--- config.mk ---
export PLATFORM = sky130hd
export DESIGN_NAME = gmpc_solver
export DESIGN_NICKNAME = d
export VERILOG_FILES = /design/src/hw/rtl/gmpc_pkg.sv /design/src/hw/rtl/gmpc_solver.sv
export SDC_FILE = /design/constraint.sdc
export NUM_CORES = 1
export LEC_CHECK = 0
export BUFFER_PORTS_ARGS = -buffer_cell sky130_fd_sc_hd__buf_4
export CAP_MARGIN = 0
export CORE_MARGIN = 3
export CORE_UTILIZATION = 45
export DETAILED_ROUTE_END_ITERATION = 12
export PLACE_DENSITY = 0.64
export SLEW_MARGIN = 15
export SYNTH_ARGS = -nofsm -noshare
export SYNTH_HDL_FRONTEND = slang
export SYNTH_SLANG_ARGS = --single-unit
--- constraint.sdc ---
create_clock -name clk -period 7.91 [get_ports clk]
set_clock_uncertainty 0.15 [all_clocks]
set_input_delay 0 -clock clk [delete_from_list [all_inputs] [get_ports clk]]
set_output_delay 0 -clock clk [all_outputs]
set_load 0.1 [all_outputs]
--- src/hw/rtl/gmpc_pkg.sv ---
// gmpc_pkg: shared types and constants for the grid min-path cost engine.
// Used by gmpc_cost_ram, gmpc_solver and grid_min_path_cost_engine.
`default_nettype none

package gmpc_pkg;

  localparam int COST_W     = 24;
  localparam int CFG_DATA_W = 7;
  localparam int DIM_W      = 9;   // holds a dimension count up to 511

  localparam logic [COST_W-1:0] COST_MAX = 24'hFF_FFFF;

  typedef enum logic [1:0] {
    OP_LOAD  = 2'd0,
    OP_SOLVE = 2'd1,
    OP_READ  = 2'd2
  } op_t;

  typedef enum logic [1:0] {
    CFG_ROWS = 2'd0,
    CFG_COLS = 2'd1,
    CFG_MODE = 2'd2
  } cfg_reg_t;

  typedef enum logic [2:0] {
    S_IDLE,
    S_PRIME,
    S_CELL_RD,
    S_CELL_WR,
    S_SCAN,
    S_SCAN_END,
    S_DONE
  } slv_state_t;

  // memory access strobes from one requester
  typedef struct packed {
    logic rd_a_en;
    logic rd_b_en;
    logic wr_en;
  } mem_req_t;

  typedef struct packed {
    logic busy;
    logic done;
  } slv_stat_t;

endpackage

`default_nettype wire

--- src/hw/rtl/gmpc_solver.sv ---
// gmpc_solver: sequencer for the in-place backward pass over the cost RAM.
// Depends on gmpc_pkg (state enum, request and status structs).
`default_nettype none

module gmpc_solver #(
  parameter int RB = 6,
  parameter int CB = 6
) (
  input  logic                         clk,
  input  logic                         rst,
  input  logic                         start,
  input  logic                         ack,
  input  logic                         path_mode,
  input  logic [RB-1:0]                rows_last,
  input  logic [CB-1:0]                cols_last,
  input  logic [gmpc_pkg::COST_W-1:0]  rd_a_data,
  input  logic [gmpc_pkg::COST_W-1:0]  rd_b_data,
  output gmpc_pkg::mem_req_t           req,
  output logic [RB+CB-1:0]             rd_a_addr,
  output logic [RB+CB-1:0]             rd_b_addr,
  output logic [RB+CB-1:0]             wr_addr,
  output logic [gmpc_pkg::COST_W-1:0]  wr_data,
  output gmpc_pkg::slv_stat_t          stat,
  output logic [gmpc_pkg::COST_W-1:0]  answer
);
  import gmpc_pkg::*;

  slv_state_t state, state_next;
  logic [RB-1:0] r, r_next;
  logic [CB-1:0] c, c_next;
  logic [COST_W-1:0] last_sum;   // cell just written (right neighbor in mode 0)
  logic [COST_W-1:0] win_mid;    // row below, same column
  logic [COST_W-1:0] win_right;  // row below, column to the right
  logic [COST_W-1:0] best;
  logic scan_valid;

  logic [RB-1:0] r_inc, r_dec;
  logic [CB-1:0] c_inc, c_dec;
  logic has_right, has_down, has_left;
  logic [COST_W-1:0] step, step_a;
  logic [COST_W:0]   sum_wide;
  logic [COST_W-1:0] sum;

  assign r_inc = r + RB'(1);
  assign r_dec = r - RB'(1);
  assign c_inc = c + CB'(1);
  assign c_dec = c - CB'(1);

  assign has_right = (c != cols_last);
  assign has_down  = (r != rows_last);
  assign has_left  = (c != '0);

  // step cost for the cell under update
  always_comb begin
    step   = '0;
    step_a = '0;
    if (!path_mode) begin
      if (has_right && has_down) begin
        step = (last_sum < rd_b_data) ? last_sum : rd_b_data;
      end else if (has_right) begin
        step = last_sum;
      end else if (has_down) begin
        step = rd_b_data;
      end
    end else begin
      step_a = win_mid;
      if (has_left && (rd_b_data < step_a)) begin
        step_a = rd_b_data;
      end
      step = step_a;
      if (has_right && (win_right < step_a)) begin
        step = win_right;
      end
    end
  end

  assign sum_wide = {1'b0, rd_a_data} + {1'b0, step};
  assign sum      = sum_wide[COST_W] ? COST_MAX : sum_wide[COST_W-1:0];

  always_ff @(posedge clk) begin
    if (rst) begin
      state      <= S_IDLE;
      scan_valid <= 1'b0;
    end else begin
      state      <= state_next;
      scan_valid <= (state == S_SCAN);
    end
  end

  always_comb begin
    state_next = state;
    r_next     = r;
    c_next     = c;
    req        = '0;
    rd_a_addr  = {r, c};
    rd_b_addr  = {r_inc, c};
    wr_addr    = {r, c};
    wr_data    = sum;
    case (state)
      S_IDLE: begin
        if (start) begin
          c_next = cols_last;
          if (!path_mode) begin
            r_next     = rows_last;
            state_next = S_CELL_RD;
          end else if (rows_last == '0) begin
            c_next     = '0;
            state_next = S_SCAN;
          end else begin
            r_next     = rows_last - RB'(1);
            state_next = S_PRIME;
          end
        end
      end
      S_PRIME: begin
        req.rd_b_en = 1'b1;
        rd_b_addr   = {r_inc, cols_last};
        state_next  = S_CELL_RD;
      end
      S_CELL_RD: begin
        req.rd_a_en = 1'b1;
        if (!path_mode) begin
          req.rd_b_en = has_down;
          rd_b_addr   = {r_inc, c};
        end else begin
          req.rd_b_en = has_left;
          rd_b_addr   = {r_inc, c_dec};
        end
        state_next = S_CELL_WR;
      end
      S_CELL_WR: begin
        req.wr_en = 1'b1;
        if (c != '0) begin
          c_next     = c_dec;
          state_next = S_CELL_RD;
        end else if (r != '0) begin
          r_next     = r_dec;
          c_next     = cols_last;
          state_next = path_mode ? S_PRIME : S_CELL_RD;
        end else if (path_mode) begin
          c_next     = '0;
          state_next = S_SCAN;
        end else begin
          state_next = S_DONE;
        end
      end
      S_SCAN: begin
        req.rd_a_en = 1'b1;
        rd_a_addr   = {RB'(0), c};
        if (c == cols_last) begin
          state_next = S_SCAN_END;
        end else begin
          c_next = c_inc;
        end
      end
      S_SCAN_END: begin
        state_next = S_DONE;
      end
      S_DONE: begin
        if (ack) begin
          state_next = S_IDLE;
        end
      end
      default: begin
        state_next = S_IDLE;
      end
    endcase
  end

  always_ff @(posedge clk) begin
    r <= r_next;
    c <= c_next;
    // row start in mode 1: primed read of the row below is ready now
    if ((state == S_CELL_RD) && path_mode && (c == cols_last)) begin
      win_mid <= rd_b_data;
    end
    if (state == S_CELL_WR) begin
      last_sum  <= sum;
      win_right <= win_mid;
      win_mid   <= rd_b_data;
    end
    if (state == S_IDLE) begin
      best <= COST_MAX;
    end else if (scan_valid && (rd_a_data < best)) begin
      best <= rd_a_data;
    end
  end

  assign stat.busy = (state != S_IDLE);
  assign stat.done = (state == S_DONE);
  assign answer    = path_mode ? best : last_sum;

endmodule

`default_nettype wire
Word-level counts from Yosys, hierarchy flattened. Index checks and enable logic that the tools add are counted.

Logic and storage cells: 96. Bits in latches: 0. Memories: 0. Bits of input ports: 65. Output and inout bits: 89. Bits in read-only memories: 0. Bits in registers: 112. RAM bits: 0.

Bitwise operators: 0. Equality and inequality tests: 17. Reduce and logical (&&, ||, !) cells: 18. Divide/modulo/power cells: 0. $mul: 0. Shifts and indexed selects: 0. Order comparisons: 4. Multiplexer cells: 43. Add/sub/neg operators: 6.

Operator list (number): 24-bit 2-to-1 mux (12); 24-bit less-than comparator (4); 6-bit 2-to-1 mux (13); 24-bit by 24-bit adder with 25-bit output (1); 6-bit case mux with 2 select lines (2); 3-bit 2-to-1 mux (7); 3-bit case mux with 7 select lines (1); 6-bit case mux with 3 select lines (1); 6-bit by 1-bit subtractor with 6-bit output (second input constant) (3); 6-bit by 1-bit adder with 6-bit output (second input constant) (2); 12-bit 2-to-1 mux (1); 6-bit inequality test (2); 6-bit nonzero test (2); 2-bit inequality test (second input constant) (5); 3-bit == test (second input constant) (3); 3-bit by 2-bit == test with 1-bit output (second input constant) (2); 6-bit == test (1); 1-bit logical AND (6); 6-bit zero test (1); 3-bit nonzero test (2); 5-bit AND reduction (1); 2-bit 2-to-1 mux (2); 4-bit inequality test (second input constant) (1); 4-bit AND reduction (1); 9 further kinds (12).

Logic depth before layout (Yosys ltp).
Depth after elaboration: 10. Mapped depth: 33. Depth with buffers taken out: 29.

Least setup slack after synthesis. No wires, ideal clock.

Path kind: reg2reg. From: register c[0]. To: register last_sum[23] (data pin). Library setup time: 641 ps. Data arrival time: 9035 ps. Period minus slack after synthesis: 9826 ps. Slack: -1916 ps. Path buffers: 4. Data required time: 7119 ps. Cell stages (with the launch flop): 30. Cell sequence: edfxtp_1 clkbuf_1 inv_1 ha_1 or4b_4 nor2_4 a211oi_2 o211ai_2 a31oi_2 clkbuf_1 clkbuf_1 nor2_1 a21oi_1 ha_1 a2111o_1 o211a_1 o21ai_0 o211a_1 o41a_1 a21boi_2 buf_2 a221oi_2 ha_1 a211oi_1 o211ai_1 a32oi_1 a31oi_1 a221oi_1 nor2_1 a211oi_1.

Word-level cells in the longest chain between the ends: 10. Elaborated cells between the ends (all ways): 14.

Ends and longest elaborated chain: start: declaration (line gmpc_solver.sv:30) `logic [CB-1:0] c, c_next;`; start signal: assignment (line gmpc_solver.sv:172) `c <= c_next;`; 6-bit nonzero test (line gmpc_solver.sv:51) `assign has_left = (c != '0);`; 1-bit logical AND (line gmpc_solver.sv:67) `if (has_left && (rd_b_data < step_a)) begin`; 24-bit 2-to-1 mux (line gmpc_solver.sv:67); 24-bit 2-to-1 mux (line gmpc_solver.sv:57) `if (!path_mode) begin`; 24-bit less-than comparator (line gmpc_solver.sv:71) `if (has_right && (win_right < step_a)) begin`; 1-bit logical AND (line gmpc_solver.sv:71); 24-bit 2-to-1 mux (line gmpc_solver.sv:71); 24-bit 2-to-1 mux * (line gmpc_solver.sv:57); 24-bit by 24-bit adder with 25-bit output * (line gmpc_solver.sv:77) `assign sum_wide = {1'b0, rd_a_data} + {1'b0, step};`; 24-bit 2-to-1 mux * (line gmpc_solver.sv:78) `assign sum = sum_wide[COST_W] ? COST_MAX : sum_wide[COST_W-1:0];`; net wr_data, one bit (line gmpc_solver.sv:22) `output logic [gmpc_pkg::COST_W-1:0] wr_data,`; end signal: assignment (line gmpc_solver.sv:178) `last_sum <= sum;`; end: declaration (line gmpc_solver.sv:31) `logic [COST_W-1:0] last_sum;`.

Mark *: on every way through the listed nets, which the timed path passes. The rest lies on a longest branch. The select of a mux whose other input is x is not followed. A chain may end at the register's enable or synchronous reset.

Final worst setup path.
From: register win_mid[5]. To: output wr_data[0] (netlist bit).

Word-level cells in the longest chain between the ends: 10.

Ends and longest elaborated chain: start: declaration (line gmpc_solver.sv:32) `logic [COST_W-1:0] win_mid;`; start signal: assignment (line gmpc_solver.sv:175) `win_mid <= rd_b_data;`; start signal: assignment (line gmpc_solver.sv:180) `win_mid <= rd_b_data;`; 24-bit less-than comparator (line gmpc_solver.sv:67); 1-bit logical AND (line gmpc_solver.sv:67); 24-bit 2-to-1 mux * (line gmpc_solver.sv:67); 24-bit 2-to-1 mux * (line gmpc_solver.sv:57); 24-bit less-than comparator (line gmpc_solver.sv:71); 1-bit logical AND (line gmpc_solver.sv:71); 24-bit 2-to-1 mux * (line gmpc_solver.sv:71); 24-bit 2-to-1 mux * (line gmpc_solver.sv:57); 24-bit by 24-bit adder with 25-bit output * (line gmpc_solver.sv:77); 24-bit 2-to-1 mux * (line gmpc_solver.sv:78); end: declaration (line gmpc_solver.sv:22).

Mark *: on every way between the ends. The rest lies on a longest branch, timed or not. The select of a mux whose other input is x is not followed.

==> flow_summary.yaml <==
die:
  io_pins: 154
  fp.dieW_um: 151.5
  core_um2: 20490
  start_util_pct: 46.45
  die-area_um2: 22940
  rows: 52
  die_h_um: 151.5
layout:
  nFillCells: 1789
  register_area_um2: 3083
  antenna_cells: 0
  syn_to_final_growth_pct: 29.12
  drive_gt1_share_pct: 23.44
  nNetsFinal: 1433
  post-route-cell-area_um2: 12290
  multiInputGateArea_um2: 6125
critical_path:
  worstPathArrival_ps: 7440
  critical_path.max_stage_delay_ps: 550
  crit_family: "compound AO/OA/AOI/OAI gates"
  worst_setup_path_start_kind: "register"
  crit_slowest_cell: "or4_1"
  reg2reg_depth: 26
  cp.depth: 27
  path_buf_inv: 5
  endpoint_kind: "primary output"
  crit_type: "register to primary output"
  cp_max_fo: 24
  critPathRequiredTime_ps: 7760
grt:
  grt_pass1_vias: 8515
  use_met3_pct: 3.302
  grt_pass1_wl_mm: 45.52
  grt_overflow_total: 0
  antenna_found_initial: 0
  grt_busiest_layer: "met2"
  grt.met2_usage_pct: 41.08
  grt_max_degree: 69
  gr-usage-all-layers_pct: 25.36
  use_met1_pct: 35.60
place:
  gp_congestion: 0.8808
  hpwl_mm: 21.27
  place_area_um2: 11180
  post-place-ws_ps: 131.1
  port_buffers: 153
pwr:
  p_seq_share_pct: 26.9
  p_leak_nw: 5.392
  p_sw_share_pct: 48.12
  p_clk_share_pct: 19.0
  p_comb_share_pct: 54.0
  p_sw_mw: 1.228
  ir_worst_vdd_v: 0.0001703
  p_int_mw: 1.324
  p_per_area_nw_per_um2: 207.6
routing:
  first_pass_iters: 5
  finalWirelength_mm: 29.80
  wl_per_cell_um: 19.61
  ant_nets: 0
  vias: 8814
  avgViaCountPerCell: 5.799
  drc: 0
  drt_iter0_drc: 520
status:
  outcome: "finished clean"
worst_hold_path:
  min_path_cells: 2
  hp-class: "primary input to register"
synth:
  mappedNetlistArea_um2: 9520
  synthTopCellsByArea: "edfxtp_1 (26%), ha_1 (16%), dfxtp_1 (5.9%), inv_1 (4.3%), a21oi_1 (4.3%)"
  synthTopCellsByCount: "ha_1 (122), inv_1 (110), edfxtp_1 (84)"
  synth_top_family_by_area: "compound AO/OA/AOI/OAI gates"
  synthArstFlopShare_pct: 0
  muxShareOfSynthArea_pct: 3.102
  yosys_warnings: 0
  post_synth_fa_ha_maj_area_fraction_pct: 16.24
  synth_seq_cells: 112
  synth_xor_area_share_pct: 3.680
  synth_top_cell_area_share_pct: 26.49
  synthSimpleGateAreaFrac_pct: 13.64
  synth_cell_types: 74
  synth_edf_count: 84
  synth_compound_area_share_pct: 23.74
  synth_fp_nets: 1229
  yosysMostFrequentCell: "ha_1"
  seq_area_frac_synth_pct: 32.38
  synth_top_area_cell: "edfxtp_1"
  syn_area_per_cell_um2: 9.145
  syn_inst: 1041
  synth_flop_cell: "edfxtp_1"
sta:
  fmax_mhz: 131.7
  worst_slew_margin_rel_pct: 30.94
  hold_viol_final: 0
  layout_min_cycle_time_ps: 7592
  finalCritPeriodShare_pct: 95.99
  setup_ws_ps: 317.5
  setup-violations-final: 0
  rsz0062_at_grt: "no"
  tightest_slew_ps: 1029
  drv_slew: 0
clock_network:
  tritoncts: "done"
  clk_latency_ps: 360
  cts_buffers: 9
  htree_levels: 3
  cts.sinks: 112
  clkSlewWorstSetupHoldPaths_ps: 80
  cts-root-buf: "clkbuf_16"
  clock_path_buffers: 2
job:
  cap_violations: 0
[per-stage QoR]
step           util [%]  std cells  hold slack (ps)  total power [mW]  TNS [ps]
6_report          59.98       1520            260.8             2.553         0
5_1_grt           59.98       1520            264.9             2.661         0
4_1_cts           59.26       1510            249.7             2.531         0
3_5_place_dp      54.53       1427            58.75             2.015         0
3_3_place_gp      54.53       1427            56.99             2.013         0
2_1_floorplan         -       1041           -80.93             1.729    -8.838
[cells in the final DEF (no fill, tap or decap), types with 3 or more instances in the layout]
master and n:
edfxtp_1 84, o221ai_1 3, a211oi_1 11, or2_2 3
inv_1 110, a31oi_1 6, a31oi_4 3, nor2b_1 7
and2_1 6, o211ai_1 37, a21o_1 22, and3_1 9
or4_1 5, nand2_4 12, nand2_1 42, buf_4 180
ha_1 122, xnor2_1 19, nand3_1 37, a221o_1 4
dlygate4sd3_1 63, a221oi_2 22, mux2_2 24, a21oi_1 80
nor3_1 14, nor3b_1 4, o21ai_4 7, dfxtp_1 28
o21a_1 6, clkbuf_16 10, nand4_1 19, and4_1 4
o31a_1 4, nand2b_1 12, a211o_1 3, a221oi_1 28
o21ai_0 45, xor2_1 21, nor2_1 72
[final cells by class]
cell class	instances	share of cell area [%]
clock buffers	13	2.117
clock inverters	3	0.3257
multi-input cells	765	49.82
repair buffers	245	16.49
flip-flops and latches	112	25.08
well taps	270	2.748
inverters	112	3.420
[logic make-up after synthesis]
group | Yosys count
AND/OR/NAND/NOR | 261
AO/OA/AOI/OAI | 312
adder cells (fa/ha/maj) | 123
XOR/XNOR | 40
buffers and inverters | 167
flip-flops | 112
multiplexers | 26
[timing repair]
action,CTS,global route
buffers inserted,2,8
endpoints found under the hold margin,71,0
pin swaps,2,5
endpoints found under the setup margin,23,46
hold buffers,63,0
gates resized for setup,0,8
cloned,2,2
[layer usage]
layer / vias to the layer above / share of wire [%]
li1: 4304 / -
met1: 4195 / 46
met2: 278 / 46
met3: 37 / 6.3
met4: 0 / 1.9
met5: - / 0
[worst paths after layout]
kind,start,endpoint,slack [ps]
worst max register to register,win_mid[5],last_sum[0],670
worst min register to register,win_mid[13],win_right[13],300
worst min-delay path,rd_b_data[21],win_mid[21],260
worst max-delay path,win_mid[5],wr_data[0],320
[power groups by stage]
stage / clock [mW] / sequential, mW / combinational [mW]
5_1_grt: 0.515 / 0.690 / 1.46
6_report: 0.486 / 0.687 / 1.38
3_5_place_dp: 0 / 0.700 / 1.32
2_1_floorplan: 0 / 0.733 / 0.995
4_1_cts: 0.492 / 0.686 / 1.35
3_3_place_gp: 0 / 0.699 / 1.31
[flip-flops by register name (all words and copies together) (netlist names)]
register,flops
state,3
c,6
win_right,24
scan_valid,1
best,24
r,6
last_sum,24
win_mid,24
Note: power is estimated with default switching activity, not from simulation.
